$ cat src/bale_pkg.sv
// bale_pkg: sizes, operation and status codes, sequencer states and the
// structs shared by the array list engine modules; depends on nothing
package bale_pkg;

    localparam int MAX_ENTRIES = 1024;
    localparam int AW          = $clog2(MAX_ENTRIES);
    localparam int LW          = $clog2(MAX_ENTRIES + 1);

    localparam int FUNC_W    = 3;
    localparam int POS_W     = 10;
    localparam int DATA_W    = 32;
    localparam int STAT_W    = 2;
    localparam int CAP_W     = 11;
    localparam int LEN_OUT_W = 11;

    // common widths for comparing the length against position and capacity
    localparam int PCMP_W = (LW > POS_W) ? LW : POS_W;
    localparam int CCMP_W = (LW > CAP_W) ? LW : CAP_W;

    localparam logic [CAP_W-1:0] CAP_RESET = 11'd1024;

    typedef enum logic [FUNC_W-1:0] {
        FN_READ      = 3'd0,
        FN_OVERWRITE = 3'd1,
        FN_APPEND    = 3'd2,
        FN_INSERT    = 3'd3,
        FN_DELETE    = 3'd4
    } func_t;

    typedef enum logic [STAT_W-1:0] {
        ST_DONE  = 2'd0,
        ST_RANGE = 2'd1,
        ST_FULL  = 2'd2
    } status_t;

    typedef enum logic [1:0] {
        S_IDLE,
        S_READ,
        S_SHIFT,
        S_PUT
    } state_t;

    typedef struct packed {
        logic              we;
        logic [AW-1:0]     waddr;
        logic [DATA_W-1:0] wdata;
        logic              re;
        logic [AW-1:0]     raddr;
    } ram_req_t;

    typedef struct packed {
        logic              load;
        status_t           status;
        logic [DATA_W-1:0] rdata;
        logic [LW-1:0]     length;
    } result_t;

    typedef struct packed {
        logic          busy;
        logic [LW-1:0] length;
    } seq_stat_t;

endpackage

$ cat src/bale_seq.sv
// bale_seq: request decode, length register and the sequencer that moves
// entries one per cycle through the store with a shared +/-1 unit; uses bale_pkg
module bale_seq (
    input  logic                          clk,
    input  logic                          rst_n,
    input  logic                          in_valid,
    output logic                          in_stall,
    input  logic [bale_pkg::FUNC_W-1:0]   func,
    input  logic [bale_pkg::POS_W-1:0]    position,
    input  logic [bale_pkg::DATA_W-1:0]   item_value,
    input  logic [bale_pkg::CAP_W-1:0]    cap,
    input  logic                          out_free,
    input  logic [bale_pkg::DATA_W-1:0]   ram_rdata,
    output bale_pkg::ram_req_t            ram_req,
    output bale_pkg::result_t             res,
    output bale_pkg::seq_stat_t           seq_stat
);

    import bale_pkg::*;

    state_t            state_reg, state_next;
    logic [LW-1:0]     len_reg, len_next;
    logic [AW-1:0]     rd_ptr_reg, rd_ptr_next;
    logic [AW-1:0]     wr_ptr_reg, wr_ptr_next;
    logic [AW-1:0]     pos_reg, pos_next;
    logic [DATA_W-1:0] val_reg, val_next;
    logic              ins_reg, ins_next;

    // shared step unit
    logic [LW-1:0] alu_a, alu_y;
    logic          alu_down;

    logic accept, pos_lt_len, pos_eq_len, full, last;

    assign alu_y = alu_down ? (alu_a - LW'(1)) : (alu_a + LW'(1));

    assign in_stall   = (state_reg != S_IDLE) || !out_free;
    assign accept     = in_valid && !in_stall;
    assign pos_lt_len = PCMP_W'(position) < PCMP_W'(len_reg);
    assign pos_eq_len = PCMP_W'(position) == PCMP_W'(len_reg);
    assign full       = (CCMP_W'(len_reg) >= CCMP_W'(cap))
                        || (len_reg == LW'(MAX_ENTRIES));

    always_ff @(posedge clk or negedge rst_n)
    begin
        if (!rst_n)
        begin
            state_reg <= S_IDLE;
            len_reg   <= '0;
        end
        else
        begin
            state_reg <= state_next;
            len_reg   <= len_next;
        end
    end

    always_ff @(posedge clk)
    begin
        rd_ptr_reg <= rd_ptr_next;
        wr_ptr_reg <= wr_ptr_next;
        pos_reg    <= pos_next;
        val_reg    <= val_next;
        ins_reg    <= ins_next;
    end

    // operand and direction of the step unit
    always_comb
    begin
        alu_a    = len_reg;
        alu_down = 1'b0;
        case (state_reg)
            S_IDLE:
            begin
                if (func == FN_DELETE)
                begin
                    alu_a = LW'(position);
                end
                // insert inside the list starts the shift from the top entry
                alu_down = (func == FN_INSERT) && pos_lt_len;
            end
            S_SHIFT:
            begin
                alu_a    = LW'(rd_ptr_reg);
                alu_down = ins_reg;
            end
            S_PUT:
            begin
                alu_down = !ins_reg;
            end
            default:
            begin
                alu_down = 1'b0;
            end
        endcase
    end

    always_comb
    begin
        state_next    = state_reg;
        len_next      = len_reg;
        rd_ptr_next   = rd_ptr_reg;
        wr_ptr_next   = wr_ptr_reg;
        pos_next      = pos_reg;
        val_next      = val_reg;
        ins_next      = ins_reg;
        last          = 1'b0;
        ram_req       = '0;
        res.load      = 1'b0;
        res.status    = ST_DONE;
        res.rdata     = '0;
        res.length    = len_reg;

        case (state_reg)
            S_IDLE:
            begin
                if (accept)
                begin
                    pos_next = AW'(position);
                    val_next = item_value;
                    case (func_t'(func))
                        FN_READ:
                        begin
                            if (pos_lt_len)
                            begin
                                ram_req.re    = 1'b1;
                                ram_req.raddr = AW'(position);
                                state_next    = S_READ;
                            end
                            else
                            begin
                                res.load   = 1'b1;
                                res.status = ST_RANGE;
                            end
                        end
                        FN_OVERWRITE:
                        begin
                            res.load = 1'b1;
                            if (pos_lt_len)
                            begin
                                ram_req.we    = 1'b1;
                                ram_req.waddr = AW'(position);
                                ram_req.wdata = item_value;
                            end
                            else
                            begin
                                res.status = ST_RANGE;
                            end
                        end
                        FN_APPEND:
                        begin
                            res.load = 1'b1;
                            if (full)
                            begin
                                res.status = ST_FULL;
                            end
                            else
                            begin
                                ram_req.we    = 1'b1;
                                ram_req.waddr = AW'(len_reg);
                                ram_req.wdata = item_value;
                                len_next      = alu_y;
                                res.length    = alu_y;
                            end
                        end
                        FN_INSERT:
                        begin
                            if (full)
                            begin
                                res.load   = 1'b1;
                                res.status = ST_FULL;
                            end
                            else if (!(pos_lt_len || pos_eq_len))
                            begin
                                res.load   = 1'b1;
                                res.status = ST_RANGE;
                            end
                            else if (pos_eq_len)
                            begin
                                // insert at the end is an append
                                res.load      = 1'b1;
                                ram_req.we    = 1'b1;
                                ram_req.waddr = AW'(len_reg);
                                ram_req.wdata = item_value;
                                len_next      = alu_y;
                                res.length    = alu_y;
                            end
                            else
                            begin
                                ram_req.re    = 1'b1;
                                ram_req.raddr = alu_y[AW-1:0];
                                rd_ptr_next   = alu_y[AW-1:0];
                                wr_ptr_next   = AW'(len_reg);
                                ins_next      = 1'b1;
                                state_next    = S_SHIFT;
                            end
                        end
                        FN_DELETE:
                        begin
                            if (!pos_lt_len)
                            begin
                                res.load   = 1'b1;
                                res.status = ST_RANGE;
                            end
                            else
                            begin
                                ins_next = 1'b0;
                                if (alu_y == len_reg)
                                begin
                                    // last entry: nothing to move
                                    state_next = S_PUT;
                                end
                                else
                                begin
                                    ram_req.re    = 1'b1;
                                    ram_req.raddr = alu_y[AW-1:0];
                                    rd_ptr_next   = alu_y[AW-1:0];
                                    wr_ptr_next   = AW'(position);
                                    state_next    = S_SHIFT;
                                end
                            end
                        end
                        default:
                        begin
                            res.load   = 1'b1;
                            res.status = ST_RANGE;
                        end
                    endcase
                end
            end
            S_READ:
            begin
                res.load   = 1'b1;
                res.rdata  = ram_rdata;
                state_next = S_IDLE;
            end
            S_SHIFT:
            begin
                // write the entry read last cycle, fetch the next one
                last          = ins_reg ? (rd_ptr_reg == pos_reg) : (alu_y == len_reg);
                ram_req.we    = 1'b1;
                ram_req.waddr = wr_ptr_reg;
                ram_req.wdata = ram_rdata;
                if (last)
                begin
                    state_next = S_PUT;
                end
                else
                begin
                    ram_req.re    = 1'b1;
                    ram_req.raddr = alu_y[AW-1:0];
                    rd_ptr_next   = alu_y[AW-1:0];
                    wr_ptr_next   = rd_ptr_reg;
                end
            end
            S_PUT:
            begin
                ram_req.we    = ins_reg;
                ram_req.waddr = pos_reg;
                ram_req.wdata = val_reg;
                len_next      = alu_y;
                res.load      = 1'b1;
                res.length    = alu_y;
                state_next    = S_IDLE;
            end
            default:
            begin
                state_next = S_IDLE;
            end
        endcase
    end

    assign seq_stat.busy   = (state_reg != S_IDLE);
    assign seq_stat.length = len_reg;

endmodule

$ cat config.mk
export PLATFORM = sky130hd
export DESIGN_NAME = bale_seq
export DESIGN_NICKNAME = d
export VERILOG_FILES = /design/src/bale_pkg.sv /design/src/bale_seq.sv
export SDC_FILE = /design/constraint.sdc
export NUM_CORES = 1
export LEC_CHECK = 0
export BUFFER_PORTS_ARGS = -buffer_cell sky130_fd_sc_hd__clkbuf_2
export CORE_MARGIN = 4
export CORE_UTILIZATION = 47
export DETAILED_ROUTE_END_ITERATION = 10
export PLACE_DENSITY = 0.76
export SKIP_LAST_GASP = 1
export SLEW_MARGIN = 20
export SYNTH_ARGS = -nofsm -noshare
export SYNTH_HDL_FRONTEND = slang
export SYNTH_SLANG_ARGS = --single-unit
$ cat constraint.sdc
create_clock -name clk -period 7.3 [get_ports clk]
set_input_delay 0.365 -clock clk [delete_from_list [all_inputs] [get_ports clk]]
set_output_delay 0.365 -clock clk [all_outputs]
set_load 0.02 [all_outputs]
Yosys cells after proc, flatten, opt, wreduce, memory -nomap -nowiden
Index checks and enable logic that the tools add are counted.
{ "totals": {"register_bits": 76, "input_bits": 92, "out_inout_bits": 113, "elab_cells": 128} }
{ "classes": {"n_addsub": 2, "order_cmp": 2, "eq_ne": 26, "mux": 72, "reduce_logical": 19} }
{ "ops": {"columns": ["cell", "count"], "rows": [
  ["43-bit case mux with 3 select lines", 2],
  ["54-bit 2-to-1 mux", 3],
  ["10-bit 2-to-1 mux", 14],
  ["11-bit 2-to-1 mux", 12],
  ["43-bit 2-to-1 mux", 3],
  ["11-bit case mux with 2 select lines", 4],
  ["10-bit case mux with 2 select lines", 4],
  ["11-bit case mux with 3 select lines", 1],
  ["32-bit 2-to-1 mux", 1],
  ["3-bit != test, second input constant", 7],
  ["2-bit 2-to-1 mux", 9],
  ["2-bit != test, second input constant", 6],
  ["2-bit case mux with 3 select lines", 2],
  ["3-bit case mux with 4 select lines", 1],
  ["11-bit by 1-bit adder with 11-bit output, second input constant", 1],
  ["10-bit by 11-bit == test with 1-bit output", 1],
  ["11-bit == test", 1],
  ["11-bit == test, second input constant", 1],
  ["11-bit >= comparator", 1],
  ["10-bit by 11-bit less-than comparator with 1-bit output", 1],
  ["11-bit by 1-bit subtractor with 11-bit output, second input constant", 1],
  ["10-bit == test", 1],
  ["1-bit 2-to-1 mux", 10],
  ["3-bit 2-to-1 mux", 3],
  ["other kinds (20)", 31]
]} }

Longest topological paths before layout
{ "depth": {"word_depth": 11, "depth_mapped": 21, "depth_no_buf": 18} }

Worst setup path after synthesis
Ideal clock, no wire load.
{ "synth_path": {"kind": "reg2reg", "startpoint": "register len_reg[2]", "endpoint": "register rd_ptr_reg[0], enable pin", "setup_ns": 0.422, "arrival_time_ns": 5.469, "required_ns": 6.878, "slack_ns": 1.409, "path_stages_with_launch": 21, "path_buffers": 2, "synth_period_minus_slack_ns": 5.891, "cell_sequence": "dfrtp_1 > clkbuf_1 > inv_1 > ha_1 > a21oi_1 > a21oi_1 > nor3_1 > nor2_1 > o41a_1 > inv_1 > ha_1 > clkbuf_1 > nand2_1 > a21boi_0 > a2bb2oi_1 > nand3_1 > nand2_1 > xnor3_1 > a31oi_1 > nor2_1 > nor3_1"} }
{ "synth_via": {"elab_chain_len": 8, "word_cells_on_any_way": 22, "cone_classes": "2 x add/sub; 2 x order compare; 9 x eq/ne; 5 x mux; 4 x reduce/logical"} }
{ "synth_lines": {"columns": ["element", "line", "text"], "rows": [
  ["start: declaration", "bale_seq.sv:22", "logic [LW-1:0] len_reg, len_next;"],
  ["start signal: assignment", "bale_seq.sv:54", "len_reg <= len_next;"],
  ["11-bit 2-to-1 mux or 10-bit by 11-bit less-than comparator with 1-bit output (tied branches)", "bale_seq.sv:75, bale_seq.sv:39", null],
  ["11-bit case mux with 2 select lines or 1-bit logical AND (tied branches)", "bale_seq.sv:72, bale_seq.sv:80", null],
  ["11-bit by 1-bit adder with 11-bit output, or another cell as far along", "bale_seq.sv:35", "assign alu_y = alu_down ? (alu_a - LW'(1)) : (alu_a + LW'(1));"],
  ["11-bit 2-to-1 mux", "bale_seq.sv:35", null],
  ["11-bit == test", "bale_seq.sv:208, bale_seq.sv:240", null],
  ["1-bit 2-to-1 mux", "bale_seq.sv:240", "last = ins_reg ? (rd_ptr_reg == pos_reg) : (alu_y == len_reg);"],
  ["2-bit != test (no line)", null, null],
  ["9-bit AND reduction (no line) *", null, null],
  ["end signal: assignment", "bale_seq.sv:60", "rd_ptr_reg <= rd_ptr_next;"],
  ["end: declaration", "bale_seq.sv:23", "logic [AW-1:0] rd_ptr_reg, rd_ptr_next;"]
]} }
Mark *: on every way between the ends. The rest lies on a longest branch, timed or not.
A chain may end at the register's enable or synchronous reset.

==> impl_results.md <==
- Worst path most repeated cell: inv_1
- Routed vias/inst: 6.121
- Synth Net Count: 758
- CTS root buf: clkbuf_16
- Fin util: 60.29%
- Seq/Total Area, Yosys: 37.85%
- Total length of routed wires: 20600 um
- CP Launch Type: flop
- Cell chain of the critical path: inv_1 > ha_1 > inv_1 > or2_2 > o41a_1 > inv_1 > ha_1 > a21oi_1 > o21ai_0 > nand4bb_1 > a2111oi_0 > nand4b_1 > nor4_4 > a31oi_1 > a21oi_1 > buf_4 > o21ai_1 > clkbuf_2
- Static leakage: 0.003383 uW
- Max_cap viols: 0
- Total gr overflow: 0
- Count of final setup violators: 0
- Status: complete, no violations
- Placer Congestion: 1.077
- Buffers added on ports: 204
- GR peak layer: met2
- Total CTS buffers: 9
- Initial antenna violation count: 0
- Layout cells sized above 1: 30.01%
- Area grow syn2layout: 24.65%
- IO Count: 205
- GRT Overall Usage: 28.14%
- Reg power frac: 21.9%
- Worst vdd ir: 0.0003203 V
- Final Hold Fails: 0
- Hold Crit Class: in2reg
- Initial DRC Count: 856
- Arr. time, crit path: 6120 ps
- Least-Margin Pin Slew: 1024 ps
- Min Tclk post-route: 6489 ps
- WS Path Type: reg2out
- Synth Instances: 630
- Clk_skew: 5.471 ps
- Core area: 12110 um2
- Critical path's slowest cell: ha_1
- Largest net degree at the start of global routing: 52
- Synth async-reset ratio: 17.11%
- Avg Cell Area, Syn: 9.299 um2
- First-pass GRT wire length: 31810 um
- Net Sw Power: 1764 uW
- Global Route met1 Usage: 36.15%
- CP max stage delay: 570 ps
- Vias in the first global route: 5882
- Combinational power share: 65.0%
- RSZ-0062 raised after global routing: no
- Max FFs per register: 32
- Worst skew pair latency: 340 ps
- Sw Share: 51.63%
- Setup crit end kind: output port
- Clock power frac: 13.2%
- TritonCTS clock tree: yes
- YS warnings: 0
- H-tree levels: 3
- Setup_tns: 0 ps
- Cell-internal power: 1653 uW
- Routed wire length per instance: 21.00 um
- Die height: 119.6 um
- Met2 Track Usage GR: 46.36%
- TritonRoute pass-1 iters: 9
- Die X-Extent: 119.6 um
- DIE AREA: 14310 um2
- Synthesized area: 5858 um2
- Final net count: 936
- Setup WS post-layout: 811.3 ps
- CP Max Fanout: 20
- Crit share post-route: 88.89%
- Pwr dens: 467.9 nW/um2
- FP Rows: 40
- Worst-path clk slew: 60 ps
- Req. time, crit path: 6930 ps
- Achievable clock frequency: 154.1 MHz
- Number of flops mapped to enable cells by yosys: 63
- Top_reg_cell synth: edfxtp_1
- Fin. max-slew vios: 0
- Routed Antenna Nets: 0
- M3 GR Usage: 6.032%
- Diode count: 0
- Final HPWL DP: 15530 um
- Initial Util: 48.37%
- Max_slew headroom: 31.50%
- CTS max path bufs: 2
- CTS Sinks: 76
- Total number of vias: 6005
- Remaining DRCs: 0
- Number of distinct library cells after synthesis: 64
- Seq cells post-synth: 76
- Setup slack at placement: 1304 ps
==> area by class of cell <==
type                            count  area, um2
Fill cell                        1133       4810
Timing Repair Buffer              215       1106
Sequential cell                    76       2217
Clock inverter                      6      65.06
Multi-Input combinational cell    457       3291
Tap cell                          168      210.2
Inverter                           49      183.9
Clock buffer                       10      229.0
==> metrics by stage <==
stage	hold WS [ps]	power, uW	cells	instance area (um2)
CTS	207.7	3388	981	7302
global route	205.5	3617	981	7302
floorplan	69.41	2228	630	5858
detailed placement	287.6	2933	964	6998
finish	214.3	3416	981	7302
global placement	283.5	2898	964	6998
==> timing repair <==
item | 4_1_cts | 5_1_grt
endpoints found under the hold margin | 13 | 0
setup buffers | 0 | 0
hold buffers | 1 | 0
gates resized for setup | 0 | 0
==> cells in the final DEF (no fill, tap or decap), types with 9 or more instances in the layout <==
cell type / netlist / routed
o22ai_1: 11 / 11
o21ai_1: 10 / 10
inv_1: 49 / 49
a21oi_1: 30 / 30
nand3_1: 12 / 12
o21ai_0: 30 / 30
dfrtp_1: 13 / 13
mux2i_1: 12 / 12
clkbuf_2: 0 / 204
nor2_1: 56 / 56
edfxtp_1: 63 / 63
ha_1: 35 / 34
xnor2_1: 16 / 16
buf_4: 1 / 10
clkbuf_16: 0 / 9
nand2_1: 37 / 37
a22oi_1: 24 / 24
a222oi_1: 39 / 39
xor2_1: 9 / 9
and2_1: 34 / 34
==> final timing paths <==
path | cells past startpoint | slack, ps | start | to
hold reg to reg | 1 | 580 | state_reg[1] | state_reg[1]
min in group asynchronous | 2 | 440 | rst_n | state_reg[0]
setup / recovery | 18 | 810 | state_reg[0] | ram_req[7]
hold / removal | 1 | 210 | item_value[22] | val_reg[22]
setup reg to reg | 16 | 1200 | state_reg[0] | wr_ptr_reg[3]
max in group asynchronous | 2 | 6600 | rst_n | len_reg[8]
==> worst max-delay path, delay by kind of cell, from the launching register on <==
| kind | cells | cell delay (ps) |
|---|---|---|
| AO/OA/AOI/OAI | 7 | 1990 |
| AND/OR/NAND/NOR | 4 | 1210 |
| buffers and inverters | 5 | 1180 |
| adder cells (fa/ha/maj) | 2 | 970 |
| flip-flops | 1 | 420 |
==> per-layer routing <==
metal / part of all wire [%] / vias to the layer above
met1: 39 / 2846
met4: 3.2 / 0
met2: 48 / 363
met3: 9.8 / 52
li1: - / 2744
met5: 0 / -
==> power groups by stage <==
stage	Combinational (uW)	Clock (uW)	Sequential, uW
global route	2390	470	758
detailed placement	2180	0	752
finish	2220	450	747
CTS	2190	453	742
global placement	2150	0	746
floorplan	1500	0	723
==> cells in the mapped netlist, types with 6 or more instances <==
master,n,area (um2)
nand2_1,37,138.9
a22oi_1,24,180.2
and2_1,34,212.7
o22ai_1,11,68.82
dfrtp_1,13,325.3
nand3_1,12,60.06
ha_1,35,437.9
inv_1,49,183.9
clkbuf_1,39,146.4
nor2_1,56,210.2
a211oi_1,8,60.06
o21ai_1,10,50.05
xor2_1,9,78.83
mux2i_1,12,120.1
xnor2_1,16,140.1
o21ai_0,30,150.1
a22o_1,6,52.55
a21o_1,7,52.55
edfxtp_1,63,1892
a21oi_1,30,150.1
a222oi_1,39,390.4
nand4_1,8,50.05
==> cell families after synthesis <==
| logic type | after synthesis | synth area share [%] |
|---|---|---|
| AOI/OAI and AO/OA | 191 | 23.86 |
| and+or+nand+nor | 188 | 16.79 |
| adders and majority gates | 36 | 7.817 |
| muxes | 14 | 2.435 |
| DFF | 76 | 37.85 |
| xor gates and xnor gates | 28 | 4.891 |
| buffers and inverters | 97 | 6.365 |
Note: power is estimated with default switching activity, not from simulation.
